File: config.mk
export PLATFORM = sky130hd
export DESIGN_NAME = rotary_encoder_debounce_decoder
export DESIGN_NICKNAME = d
export VERILOG_FILES = /design/src/hw/rtl/rted_pkg.sv /design/src/hw/rtl/rted_sw_debounce.sv /design/src/hw/rtl/rted_quad_decode.sv /design/src/hw/rtl/rotary_encoder_debounce_decoder.sv
export VERILOG_INCLUDE_DIRS = /design/src /design/src/hw/rtl
export SDC_FILE = /design/constraint.sdc
export NUM_CORES = 1
export LEC_CHECK = 0
export BUFFER_PORTS_ARGS = -buffer_cell sky130_fd_sc_hd__buf_2
export CAP_MARGIN = 10
export CORE_ASPECT_RATIO = 0.7
export CORE_MARGIN = 8
export CORE_UTILIZATION = 41
export DETAILED_ROUTE_END_ITERATION = 16
export HOLD_SLACK_MARGIN = 0.08
export SKIP_CTS_REPAIR_TIMING = 1
export SLEW_MARGIN = 0
export SYNTH_ARGS = -nofsm -noshare
export SYNTH_HDL_FRONTEND = slang
export SYNTH_SLANG_ARGS = --single-unit
File: constraint.sdc
create_clock -name i_clk -period 4.85 [get_ports i_clk]
set_input_delay 0.97 -clock i_clk [delete_from_list [all_inputs] [get_ports i_clk]]
set_output_delay 0.97 -clock i_clk [all_outputs]
set_load 0.005 [all_outputs]
File: src/hw/rtl/rotary_encoder_debounce_decoder_assert.svh
// Assertion macros for the rotary encoder block.
`ifndef ROTARY_ENCODER_DEBOUNCE_DECODER_ASSERT_SVH
`define ROTARY_ENCODER_DEBOUNCE_DECODER_ASSERT_SVH

// Property checked on every edge once reset is released.
`define RTED_ASSERT(lbl, prop, msg) \
    lbl: assert property (@(posedge i_clk) disable iff (!i_rst_n) prop) \
        else $error(msg);

// Property checked on every edge, reset included.
`define RTED_ASSERT_ALWAYS(lbl, prop, msg) \
    lbl: assert property (@(posedge i_clk) prop) else $error(msg);

`endif

File: src/hw/rtl/rted_pkg.sv
package rted_pkg;

    localparam int AB_STABLE_SAMPLES_DEF = 8;
    localparam int SW_STABLE_SAMPLES_DEF = 7;

    localparam logic [3:0] DETENT_RESET = 4'd4;

    localparam int STATUS_W  = 6;
    localparam int COUNT_W   = 5;
    localparam int IN_BYTES  = 1;
    localparam int OUT_BYTES = 3;

    // status word bit positions
    localparam int ST_CW      = 0;
    localparam int ST_CCW     = 1;
    localparam int ST_DOWN    = 2;
    localparam int ST_UP      = 3;
    localparam int ST_PRESSED = 4;
    localparam int ST_DIRTY   = 5;

    typedef logic signed [1:0] t_step;

    // indexed by {last_b, last_a, b, a}
    localparam t_step QUAD_TABLE [0:15] = '{
        2'sd0,  2'sd1,  -2'sd1, 2'sd0,
        -2'sd1, 2'sd0,  2'sd0,  2'sd1,
        2'sd1,  2'sd0,  2'sd0,  -2'sd1,
        2'sd0,  -2'sd1, 2'sd1,  2'sd0
    };

    // per-tick events; bit order matches the status word
    typedef struct packed {
        logic pressed;
        logic up;
        logic down;
        logic ccw;
        logic cw;
    } t_events;

    typedef struct packed {
        logic ack_second;
        logic ack_first;
        logic sw_pin;
        logic b_pin;
        logic a_pin;
    } t_in_word;

    typedef struct packed {
        logic [STATUS_W-1:0] second_status_out;
        logic [STATUS_W-1:0] first_status_out;
        t_events             ev;
    } t_out_word;

    // Sticky merge: opposite events cancel, a clean word tracks live events,
    // any change marks the word dirty.
    function automatic logic [STATUS_W-1:0] f_merge(logic [STATUS_W-1:0] s_in,
                                                    t_events ev);
        logic [STATUS_W-1:0] s;
        logic [4:0]          evb;
        s   = s_in;
        evb = ev;
        if (ev.cw) begin
            if (s[ST_CCW]) s[ST_CCW] = 1'b0;
            else           s[ST_CW]  = 1'b1;
        end
        if (ev.ccw) begin
            if (s[ST_CW]) s[ST_CW]  = 1'b0;
            else          s[ST_CCW] = 1'b1;
        end
        if (ev.down) begin
            if (s[ST_UP]) s[ST_UP]   = 1'b0;
            else          s[ST_DOWN] = 1'b1;
        end
        if (ev.up) begin
            if (s[ST_DOWN]) s[ST_DOWN] = 1'b0;
            else            s[ST_UP]   = 1'b1;
        end
        if (!s[ST_DIRTY]) begin
            s[ST_UP:ST_CW] = s[ST_UP:ST_CW] & evb[ST_UP:ST_CW];
            s[ST_PRESSED]  = ev.pressed;
        end
        if (s != s_in) s[ST_DIRTY] = 1'b1;
        return s;
    endfunction

endpackage

File: src/hw/rtl/rted_sw_debounce.sv
module rted_sw_debounce import rted_pkg::*; #(
    parameter int SW_STABLE_SAMPLES = SW_STABLE_SAMPLES_DEF
) (
    input  logic i_clk,
    input  logic i_rst_n,
    input  logic i_en,
    input  logic i_sw_pin,
    output logic o_down,
    output logic o_up,
    output logic o_pressed
);

    logic [SW_STABLE_SAMPLES-1:0] r_hist, n_hist;
    logic                         r_pressed, n_pressed;

    always_comb begin
        n_hist    = {r_hist[SW_STABLE_SAMPLES-2:0], i_sw_pin};
        n_pressed = r_pressed;
        o_down    = 1'b0;
        o_up      = 1'b0;
        o_pressed = 1'b0;
        if (r_pressed) begin
            if (&n_hist) begin
                n_pressed = 1'b0;
                o_up      = 1'b1;
            end else begin
                o_pressed = 1'b1;
            end
        end else if (n_hist == '0) begin
            n_pressed = 1'b1;
            o_down    = 1'b1;
            o_pressed = 1'b1;
        end
    end

    always_ff @(posedge i_clk) begin
        if (!i_rst_n) begin
            r_hist    <= '1;
            r_pressed <= 1'b0;
        end else if (i_en) begin
            r_hist    <= n_hist;
            r_pressed <= n_pressed;
        end
    end

endmodule

File: src/hw/rtl/rted_quad_decode.sv
module rted_quad_decode import rted_pkg::*; #(
    parameter int AB_STABLE_SAMPLES = AB_STABLE_SAMPLES_DEF
) (
    input  logic       i_clk,
    input  logic       i_rst_n,
    input  logic       i_en,
    input  logic       i_a_pin,
    input  logic       i_b_pin,
    input  logic [3:0] i_steps_per_detent,
    output logic       o_cw,
    output logic       o_ccw
);

    logic [AB_STABLE_SAMPLES-1:0] r_a_hist, n_a_hist;
    logic [AB_STABLE_SAMPLES-1:0] r_b_hist, n_b_hist;
    logic [1:0]                   r_last_ab;
    logic signed [COUNT_W-1:0]    r_count, n_count;
    logic                         w_stable;
    t_step                        w_step;
    logic [3:0]                   w_lim;
    logic signed [COUNT_W:0]      w_sum;
    logic signed [COUNT_W:0]      w_pos_lim;
    logic signed [COUNT_W:0]      w_neg_lim;

    assign n_a_hist  = {r_a_hist[AB_STABLE_SAMPLES-2:0], i_a_pin};
    assign n_b_hist  = {r_b_hist[AB_STABLE_SAMPLES-2:0], i_b_pin};
    assign w_stable  = ((n_a_hist == '0) || (&n_a_hist)) &&
                       ((n_b_hist == '0) || (&n_b_hist));
    assign w_step    = QUAD_TABLE[{r_last_ab, i_b_pin, i_a_pin}];
    assign w_lim     = (i_steps_per_detent == 4'd0) ? 4'd1 : i_steps_per_detent;
    assign w_sum     = {r_count[COUNT_W-1], r_count}
                     + {{(COUNT_W-1){w_step[1]}}, w_step};
    assign w_pos_lim = $signed({2'b00, w_lim});
    assign w_neg_lim = -w_pos_lim;

    // ccw test first; the limits have opposite signs, so at most one of them can be hit
    always_comb begin
        o_cw    = 1'b0;
        o_ccw   = 1'b0;
        n_count = r_count;
        if (w_stable) begin
            n_count = w_sum[COUNT_W-1:0];
            if (w_sum <= w_neg_lim) begin
                o_ccw   = 1'b1;
                n_count = '0;
            end else if (w_sum >= w_pos_lim) begin
                o_cw    = 1'b1;
                n_count = '0;
            end
        end
    end

    always_ff @(posedge i_clk) begin
        if (!i_rst_n) begin
            r_a_hist  <= '0;
            r_b_hist  <= '0;
            r_last_ab <= 2'b00;
            r_count   <= '0;
        end else if (i_en) begin
            r_a_hist <= n_a_hist;
            r_b_hist <= n_b_hist;
            r_count  <= n_count;
            if (w_stable) r_last_ab <= {i_b_pin, i_a_pin};
        end
    end

endmodule

File: src/hw/rtl/rotary_encoder_debounce_decoder.sv
// Channel   | Dir | Handshake                     | Word
// ----------+-----+-------------------------------+------------------------------------
// in        | in  | s_axis_tvalid / s_axis_tready | a, b, sw, ack_first, ack_second
// out       | out | m_axis_tvalid / m_axis_tready | cw, ccw, down, up, held, status x2
// config    | in  | i_cfg_valid / o_cfg_ready     | steps_per_detent
//
// One word per cycle while the output is not stalled; an accepted word passes from the input register
// through the decode and merge logic into the output register.
// Synchronous active-low reset clears A/B histories, step count, status words, sets the
// switch history to all ones and steps_per_detent to 4. Config is always ready.
// A stalled output holds its word while the input register still accepts one more.
module rotary_encoder_debounce_decoder import rted_pkg::*; #(
    parameter int AB_STABLE_SAMPLES = AB_STABLE_SAMPLES_DEF,
    parameter int SW_STABLE_SAMPLES = SW_STABLE_SAMPLES_DEF
) (
    input  logic                   i_clk,
    input  logic                   i_rst_n,
    input  logic                   s_axis_tvalid,
    output logic                   s_axis_tready,
    // [0] a_pin, [1] b_pin, [2] sw_pin, [3] ack_first, [4] ack_second
    input  logic [IN_BYTES*8-1:0]  s_axis_tdata,
    output logic                   m_axis_tvalid,
    input  logic                   m_axis_tready,
    // [0] rot_cw, [1] rot_ccw, [2] btn_down, [3] btn_up, [4] btn_held,
    // [10:5] first_status_out, [16:11] second_status_out
    output logic [OUT_BYTES*8-1:0] m_axis_tdata,
    input  logic                   i_cfg_valid,
    output logic                   o_cfg_ready,
    input  logic [3:0]             i_cfg_data
);

    logic                r_in_valid;
    t_in_word            r_in_word;
    logic                r_out_valid;
    t_out_word           r_out_word;
    logic [3:0]          r_steps_per_detent;
    logic [STATUS_W-1:0] r_first_status, n_first_status;
    logic [STATUS_W-1:0] r_second_status, n_second_status;
    logic                w_adv;
    logic                w_fire;
    t_events             w_ev;

    assign w_adv         = !r_out_valid || m_axis_tready;
    assign w_fire        = r_in_valid && w_adv;
    assign s_axis_tready = !r_in_valid || w_adv;
    assign o_cfg_ready   = 1'b1;
    assign m_axis_tvalid = r_out_valid;
    assign m_axis_tdata  = {{(OUT_BYTES*8-$bits(t_out_word)){1'b0}}, r_out_word};

    rted_sw_debounce #(
        .SW_STABLE_SAMPLES(SW_STABLE_SAMPLES)
    ) u_sw (
        .i_clk     (i_clk),
        .i_rst_n   (i_rst_n),
        .i_en      (w_fire),
        .i_sw_pin  (r_in_word.sw_pin),
        .o_down    (w_ev.down),
        .o_up      (w_ev.up),
        .o_pressed (w_ev.pressed)
    );

    rted_quad_decode #(
        .AB_STABLE_SAMPLES(AB_STABLE_SAMPLES)
    ) u_quad (
        .i_clk              (i_clk),
        .i_rst_n            (i_rst_n),
        .i_en               (w_fire),
        .i_a_pin            (r_in_word.a_pin),
        .i_b_pin            (r_in_word.b_pin),
        .i_steps_per_detent (r_steps_per_detent),
        .o_cw               (w_ev.cw),
        .o_ccw              (w_ev.ccw)
    );

    // ack drops the dirty bit ahead of the merge
    always_comb begin
        n_first_status  = r_first_status;
        n_second_status = r_second_status;
        if (r_in_word.ack_first)  n_first_status[ST_DIRTY]  = 1'b0;
        if (r_in_word.ack_second) n_second_status[ST_DIRTY] = 1'b0;
        n_first_status  = f_merge(n_first_status, w_ev);
        n_second_status = f_merge(n_second_status, w_ev);
    end

    always_ff @(posedge i_clk) begin
        if (!i_rst_n) begin
            r_in_valid         <= 1'b0;
            r_out_valid        <= 1'b0;
            r_steps_per_detent <= DETENT_RESET;
            r_first_status     <= '0;
            r_second_status    <= '0;
        end else begin
            if (s_axis_tready) r_in_valid  <= s_axis_tvalid;
            if (w_adv)         r_out_valid <= r_in_valid;
            if (i_cfg_valid)   r_steps_per_detent <= i_cfg_data;
            if (w_fire) begin
                r_first_status  <= n_first_status;
                r_second_status <= n_second_status;
            end
        end
    end

    always_ff @(posedge i_clk) begin
        if (s_axis_tvalid && s_axis_tready) begin
            r_in_word <= s_axis_tdata[$bits(t_in_word)-1:0];
        end
        if (w_fire) begin
            r_out_word.ev                <= w_ev;
            r_out_word.first_status_out  <= n_first_status;
            r_out_word.second_status_out <= n_second_status;
        end
    end

`include "rotary_encoder_debounce_decoder_assert.svh"

    `RTED_ASSERT(a_no_cw_and_ccw, !(w_fire && w_ev.cw && w_ev.ccw), "cw and ccw in one tick")
    `RTED_ASSERT(a_down_is_held, (w_fire && w_ev.down) |-> w_ev.pressed, "down without held")
    `RTED_ASSERT(a_status_dir, !(r_first_status[ST_CW] && r_first_status[ST_CCW]), "cw/ccw both set")
    `RTED_ASSERT(a_out_from_in, $rose(r_out_valid) |-> $past(r_in_valid), "output without input")

endmodule
## Yosys cells after proc, flatten, opt, wreduce, memory -nomap -nowiden

Memory sizes are Yosys's and may differ from the RTL's.
Index checks and enable logic that the tools add are counted.

- Flip-flop bits (word level): 68
- Memory bits (read-only): 32
- Input bits: 17
- Output and inout bits: 27
- Word-level logic and storage cells: 89
- Memories kept: 1

Memory list:

| memory | depth | bits a word | read ports | clocked after Yosys merged registers in | wr ports | line | source |
|---|---|---|---|---|---|---|---|
| (no name shown) | 16 | 2 | 1 | 0 | 0 | rted_quad_decode.sv:29 | `assign w_step = QUAD_TABLE[{r_last_ab, i_b_pin, i_a_pin}];` |

- Add/sub/neg operators: 2
- Magnitude comparators: 3
- Equality and inequality tests: 2
- Mux-type cells: 38
- Bitwise gates (word level): 3
- Reduce and logical (&&, ||, !) cells: 17

Operators with widths:

| operator | number |
|---|---|
| 1-bit 2-to-1 mux | 23 |
| 2-bit 2-to-1 mux | 10 |
| 5-bit 2-to-1 mux | 4 |
| 8-bit logical NOT | 2 |
| 8-bit AND reduction | 2 |
| 5-bit inequality test | 2 |
| 4-bit bitwise AND | 2 |
| 7-bit logical NOT | 1 |
| 7-bit AND reduction | 1 |
| 5-bit by 2-bit adder with 6-bit output | 1 |
| 6-bit by 5-bit greater-or-equal comparator with 1-bit output | 1 |
| 6-bit <= comparator | 1 |
| 4-bit negator with 6-bit output | 1 |
| 5-bit greater-or-equal comparator, second input constant | 1 |
| 4-bit NOT with 5-bit output | 1 |
| 4-bit logical NOT | 1 |
| 1-bit logical OR | 4 |
| 4-bit 2-to-1 mux | 1 |
| 1-bit logical AND | 3 |
| 1-bit logical NOT | 2 |
| 2-bit AND reduction | 1 |

## Longest topological paths before layout

- Depth in word-level cells: 16
- Mapped depth: 16
- Gate-level depth less buffers: 15

## Hierarchy

Synthesis repeated with hierarchy kept, for this count alone.

- Cells, all modules: 352
- Area total of the unflattened synthesis: 3,691.0 sq um

Modules (own cells, without submodules):

| module | times used | cells an instance | area an instance (sq um) | seq. area each (sq um) |
|---|---|---|---|---|
| rotary_encoder_debounce_decoder | 1 | 167 | 1,881.8 | 1,021.0 |
| rted_quad_decode | 1 | 153 | 1,515.2 | 420.4 |
| rted_sw_debounce | 1 | 32 | 294.0 | 140.1 |

## Worst setup path before layout

No wires, ideal clock.

- Path kind: reg2reg
- Start: register r_in_word[1] (netlist name)
- End: register r_out_word, in the netlist m_axis_tdata[12], data pin
- Setup time: 0.261 ns
- Arrival time: 3.338 ns
- Required time: 4.589 ns
- Setup slack: 1.251 ns
- Cell stages (with the launch flop): 16
- Path buffers: 1
- Period minus slack after synthesis: 3.599 ns
- Path through: edfxtp_1 -> inv_1 -> ha_1 -> mux4_2 -> ha_1 -> a21oi_1 -> nand2_1 -> xor2_1 -> ha_1 -> o21ai_0 -> a21o_1 -> a311o_1 -> buf_2 -> o31ai_2 -> nand2_1 -> o2bb2ai_1

- Longest elaborated chain between the ends: 14
- Elaborated cells on any way between the ends: 21
- Those cells by class: 1 x add/sub; 2 x order compare; 11 x mux; 2 x bitwise; 4 x reduce/logical; 1 x memory

RTL lines:

| element | line | source |
|---|---|---|
| from (decl) | rotary_encoder_debounce_decoder.sv:33 | `t_in_word r_in_word;` |
| from (signal assigned) | rotary_encoder_debounce_decoder.sv:105 | `r_in_word <= s_axis_tdata[$bits(t_in_word)-1:0];` |
| 4-bit NOT with 5-bit output (not written as such) | rted_quad_decode.sv:29 |  |
| memory read 16 x 2 bit | n/a |  |
| 2-bit 2-to-1 mux (not written as such) (2 in series) | rted_quad_decode.sv:29 |  |
| 5-bit by 2-bit adder with 6-bit output | rted_quad_decode.sv:32 | `+ {{(COUNT_W-1){w_step[1]}}, w_step};` |
| 6-bit by 5-bit greater-or-equal comparator with 1-bit output | rted_quad_decode.sv:46 | `end else if (w_sum >= w_pos_lim) begin` |
| 1-bit 2-to-1 mux | rted_quad_decode.sv:46 |  |
| 1-bit 2-to-1 mux | rted_quad_decode.sv:43 | `if (w_sum <= w_neg_lim) begin` |
| 1-bit 2-to-1 mux | rted_quad_decode.sv:41 | `if (w_stable) begin` |
| 2-bit 2-to-1 mux | rted_pkg.sv:62 | `if (ev.cw) begin` |
| 1-bit 2-to-1 mux | rted_pkg.sv:67 | `if (s[ST_CW]) s[ST_CW] = 1'b0;` |
| 2-bit 2-to-1 mux | rted_pkg.sv:66 | `if (ev.ccw) begin` |
| 4-bit bitwise AND | rted_pkg.sv:79 | `s[ST_UP:ST_CW] = s[ST_UP:ST_CW] & evb[ST_UP:ST_CW];` |
| 5-bit 2-to-1 mux * | rted_pkg.sv:78 | `if (!s[ST_DIRTY]) begin` |
| net n_second_status[1] | rotary_encoder_debounce_decoder.sv:38 | `logic [STATUS_W-1:0] r_second_status, n_second_status;` |
| to (decl) | rotary_encoder_debounce_decoder.sv:35 | `t_out_word r_out_word;` |

The timed path passes the listed nets; every way through them passes the cells marked *. The select of a mux whose other input is x is not followed.
A chain may end at the register's enable or synchronous reset.

## Worst setup path in the final report

- Start: register r_in_word[1] (netlist name)
- End: register r_out_word, in the netlist m_axis_tdata[16], data pin

- Longest elaborated chain between the ends: 16
- Elaborated cells on any way between the ends: 23
- Those cells by class: 1 x add/sub; 2 x order compare; 1 x eq/ne; 12 x mux; 2 x bitwise; 4 x reduce/logical; 1 x memory

RTL lines:

| element | line | source |
|---|---|---|
| 4-bit NOT with 5-bit output (not written as such) | rted_quad_decode.sv:29 |  |
| memory read 16 x 2 bit | n/a |  |
| 2-bit 2-to-1 mux (not written as such) (2 in series) | rted_quad_decode.sv:29 |  |
| 5-bit by 2-bit adder with 6-bit output | rted_quad_decode.sv:32 |  |
| 6-bit by 5-bit greater-or-equal comparator with 1-bit output | rted_quad_decode.sv:46 |  |
| 1-bit 2-to-1 mux | rted_quad_decode.sv:46 |  |
| 1-bit 2-to-1 mux | rted_quad_decode.sv:43 |  |
| 1-bit 2-to-1 mux | rted_quad_decode.sv:41 |  |
| 2-bit 2-to-1 mux | rted_pkg.sv:62 |  |
| 1-bit 2-to-1 mux | rted_pkg.sv:67 |  |
| 2-bit 2-to-1 mux | rted_pkg.sv:66 |  |
| 4-bit bitwise AND | rted_pkg.sv:79 |  |
| 5-bit 2-to-1 mux * | rted_pkg.sv:78 |  |
| 5-bit inequality test * | rted_pkg.sv:82 | `if (s != s_in) s[ST_DIRTY] = 1'b1;` |
| 1-bit 2-to-1 mux * | rted_pkg.sv:82 |  |
| net n_second_status[5] | rotary_encoder_debounce_decoder.sv:38 |  |

Marks and branches as above.

==> results.md <==
* # rows at 28
* Setup TNS at 0 ps
* Cells on worst reg2reg path at 14
* Initial core utilization at 42.4%
* Layout Skew at 7.67 ps
* Initial DRT Pass Iterations at 4
* Die height at 94.5 um
* Worst Setup Start Kind: register
* Post-layout util at 47.9%
* Synth Register Bits at 68
* Worst IR drop on VDD at 0.178 mV
* Share of post-route cells with drive strength above 1 at 13.1%
* PwrDens at 335 nW/um^2
* Total placed instance area at 3830 um^2
* Layout net count at 460
* Root Buffer Master: clkbuf_16
* Hold Crit Class: register to register
* Die area at 12,100 um^2
* Vias in the first global route at 2,684
* Io pins at 44
* IO buf count at 32
* Detailed-route wire length at 7240 um
* Clk Latency, worst-skew pair at 330 ps
* Post-synth EDFFs at 22
* Drt wl/cell at 13.2 um
* Pre-CTS setup slack at 627 ps
* Final worst slack at 562 ps
* Status: finished, final reports clean
* Synth unique cells at 60
* Actual slew at the worst max-slew pin at 825 ps
* Via-per-instance ratio at 5.04
* Worst R2R Setup Slack at 560 ps
* Mapped Area at 3610 um^2
* Total number of vias at 2,755
* Worst EP arrival at 4350 ps
* Core area at 8510 um^2
* Rel. slew slack at 44.6%
* CP Capture Type: register
* RSZ-0062 raised after global routing: no
* Design Area, Final at 4080 um^2
* Setup crit end: m_axis_tdata[16]
* Sequential share of the synthesized area at 43.8%
* Area grow syn2layout at 13.0%
* Clock H-tree levels at 3
* Final critical-path required period at 4290 ps
* Fmax at 0.233 GHz
* Gr ovfl total at 0
* Worst Path Required at 4910 ps
* Final RePlAce weighted congestion at 0.838
* CTS sink cnt at 68
* Die X at 128 um
* Max-Cap Viols at 0
* FF-to-FF Start: r_in_word[1]
* Final setup violation count at 0
* Yosys warns at 0
* Worst-path fanout max at 11
* CTS tree: built
* First-pass GRT wire length at 12,400 um
* Final hold violations at 0
* Launch point of the worst path: r_in_word[1]
* Final cycle utilization of the critical path at 88.4%
* Antenna viol nets, final at 0
* Dominant synthesized flop cell: dfxtp_1
* Post-Syn Area per Cell at 9.12 um^2
* Post-Syn Instances at 396
* Pin count of the biggest net entering global routing at 49
* Setup Crit Path Kind: register to register
* Reg2reg end: m_axis_tdata[16]
* Antenna violations before repair at 0
* FFs w/ async S/R, synth at 0%
* Max Slew Vio Count at 0
* First DRT Iteration DRCs at 163
* DP Wirelength at 5170 um
* CTS Buffer Depth at 2
* DRC at 0
* Gr usage total at 12.8%
* CTS Buf Count at 9
* Clock Pin Slew Worst Setup and Hold Paths at 50 ps
* Leakage at 1.73 nW
* # diodes at 0
-- kinds of logic after synthesis --
kind of cell	after synthesis	share of synthesized area, %
flip-flops	68	43.8
AND/OR/NAND/NOR	153	20.6
other	2	0.208
AO/OA/AOI/OAI	90	17.1
buffers and inverters	46	5.89
multiplexers	6	2.01
XOR/XNOR	10	2.84
adder cells (fa/ha/maj)	21	7.48
-- state kept, by name, indices dropped and copies added, names as in the netlist, 2 cells and up --
signal / cells
r_steps_per_detent: 4
r_first_status: 6
m_axis_tdata: 17
u_quad.r_a_hist: 7
u_quad.r_count: 5
u_sw.r_hist: 6
u_quad.r_b_hist: 7
r_in_word: 5
r_second_status: 6
u_quad.r_last_ab: 2
-- how the worst min path moves through the flow --
| stage | cells past startpoint | to | slack [ps] | from |
|---|---|---|---|---|
| 2_1_floorplan | 2 | u_quad.r_a_hist[6] | 450 | u_quad.r_a_hist[6] |
| 3_3_place_gp | 2 | u_quad.r_b_hist[6] | 460 | u_quad.r_b_hist[6] |
| 3_5_place_dp | 2 | u_quad.r_a_hist[6] | 470 | u_quad.r_a_hist[6] |
| 4_1_cts | 2 | u_quad.r_a_hist[6] | 480 | u_quad.r_a_hist[6] |
| 5_1_grt | 2 | u_quad.r_a_hist[6] | 500 | u_quad.r_a_hist[6] |
| 6_report | 2 | u_quad.r_a_hist[6] | 480 | u_quad.r_a_hist[6] |
-- critical path: stages (launching register included) --
cell and delay (ps):
edfxtp_1 460, inv_1 110, ha_1 220, mux4_2 570
ha_1 390, a211oi_1 220, a21oi_1 110, mux2i_1 180
ha_1 370, nand3_1 100, nor2_1 50, o2bb2ai_2 140
o21ai_1 660, o2111a_1 340, nand2_1 80
-- per-stage QoR --
step	instances	total power [mW]	hold WS, ps
floorplan	403	0.777	451
global placement	531	0.811	461
detailed placement	531	0.816	473
CTS	547	1.39	477
global route	547	1.44	503
finish	547	1.37	480
-- placed cells by master, fill, tap and decap left out, types with 5 or more instances in the layout --
cell and instances:
nand2_1 60, clkbuf_16 9, mux2i_1 5, nand3_1 13, nor2_1 26, buf_2 32, ha_1 20, a21boi_0 17
edfxtp_1 22, a21oi_1 23, nor3_1 6, o21ai_0 12, inv_1 18, nor2b_1 17, xnor2_1 5, dfxtp_1 46
a22oi_1 5, conb_1 9
-- report_power, final --
part / total, mW / internal (mW) / switching (mW) / leakage, nW
registers: 0.633 / 0.616 / 0.0176 / 0.583
logic: 0.171 / 0.0707 / 0.101 / 1.02
clock network: 0.561 / 0.343 / 0.218 / 0.127
-- synth_stat cells, types with 5 or more instances --
| cell | n | share of area, % |
|---|---|---|
| o21ai_0 | 12 | 1.7 |
| nor2b_1 | 17 | 2.9 |
| a21boi_0 | 17 | 3.5 |
| mux2i_1 | 5 | 1.4 |
| dfxtp_1 | 46 | 25 |
| clkbuf_1 | 14 | 1.5 |
| nand2_1 | 60 | 6.2 |
| xnor2_1 | 5 | 1.2 |
| inv_1 | 18 | 1.9 |
| nor3_1 | 6 | 0.83 |
| buf_4 | 8 | 1.7 |
| a21oi_1 | 23 | 3.2 |
| nor2_1 | 26 | 2.7 |
| a22oi_1 | 5 | 1.0 |
| nand3_1 | 13 | 1.8 |
| ha_1 | 20 | 6.9 |
| edfxtp_1 | 22 | 18 |
-- cell type report --
cell class                      instances  area [um^2]
Timing Repair Buffer                   34          175
Clock inverter                          3         15.0
Fill cell                             806         4430
Tap cell                              120          150
Multi-Input combinational cell        289         1840
Sequential cell                        68         1580
Inverter                               20         75.1
Clock buffer                           13          240
-- metal layers --
metal / vias up / wire length, um / GRT usage, %
li1: 1426 / - / -
met1: 1264 / 3630 / 16.3
met2: 56 / 3000 / 19.7
met3: 9 / 516 / 4.33
met4: 0 / 94 / 5.02
met5: - / 0 / 0
No activity file was read; power rests on OpenSTA's default activity.
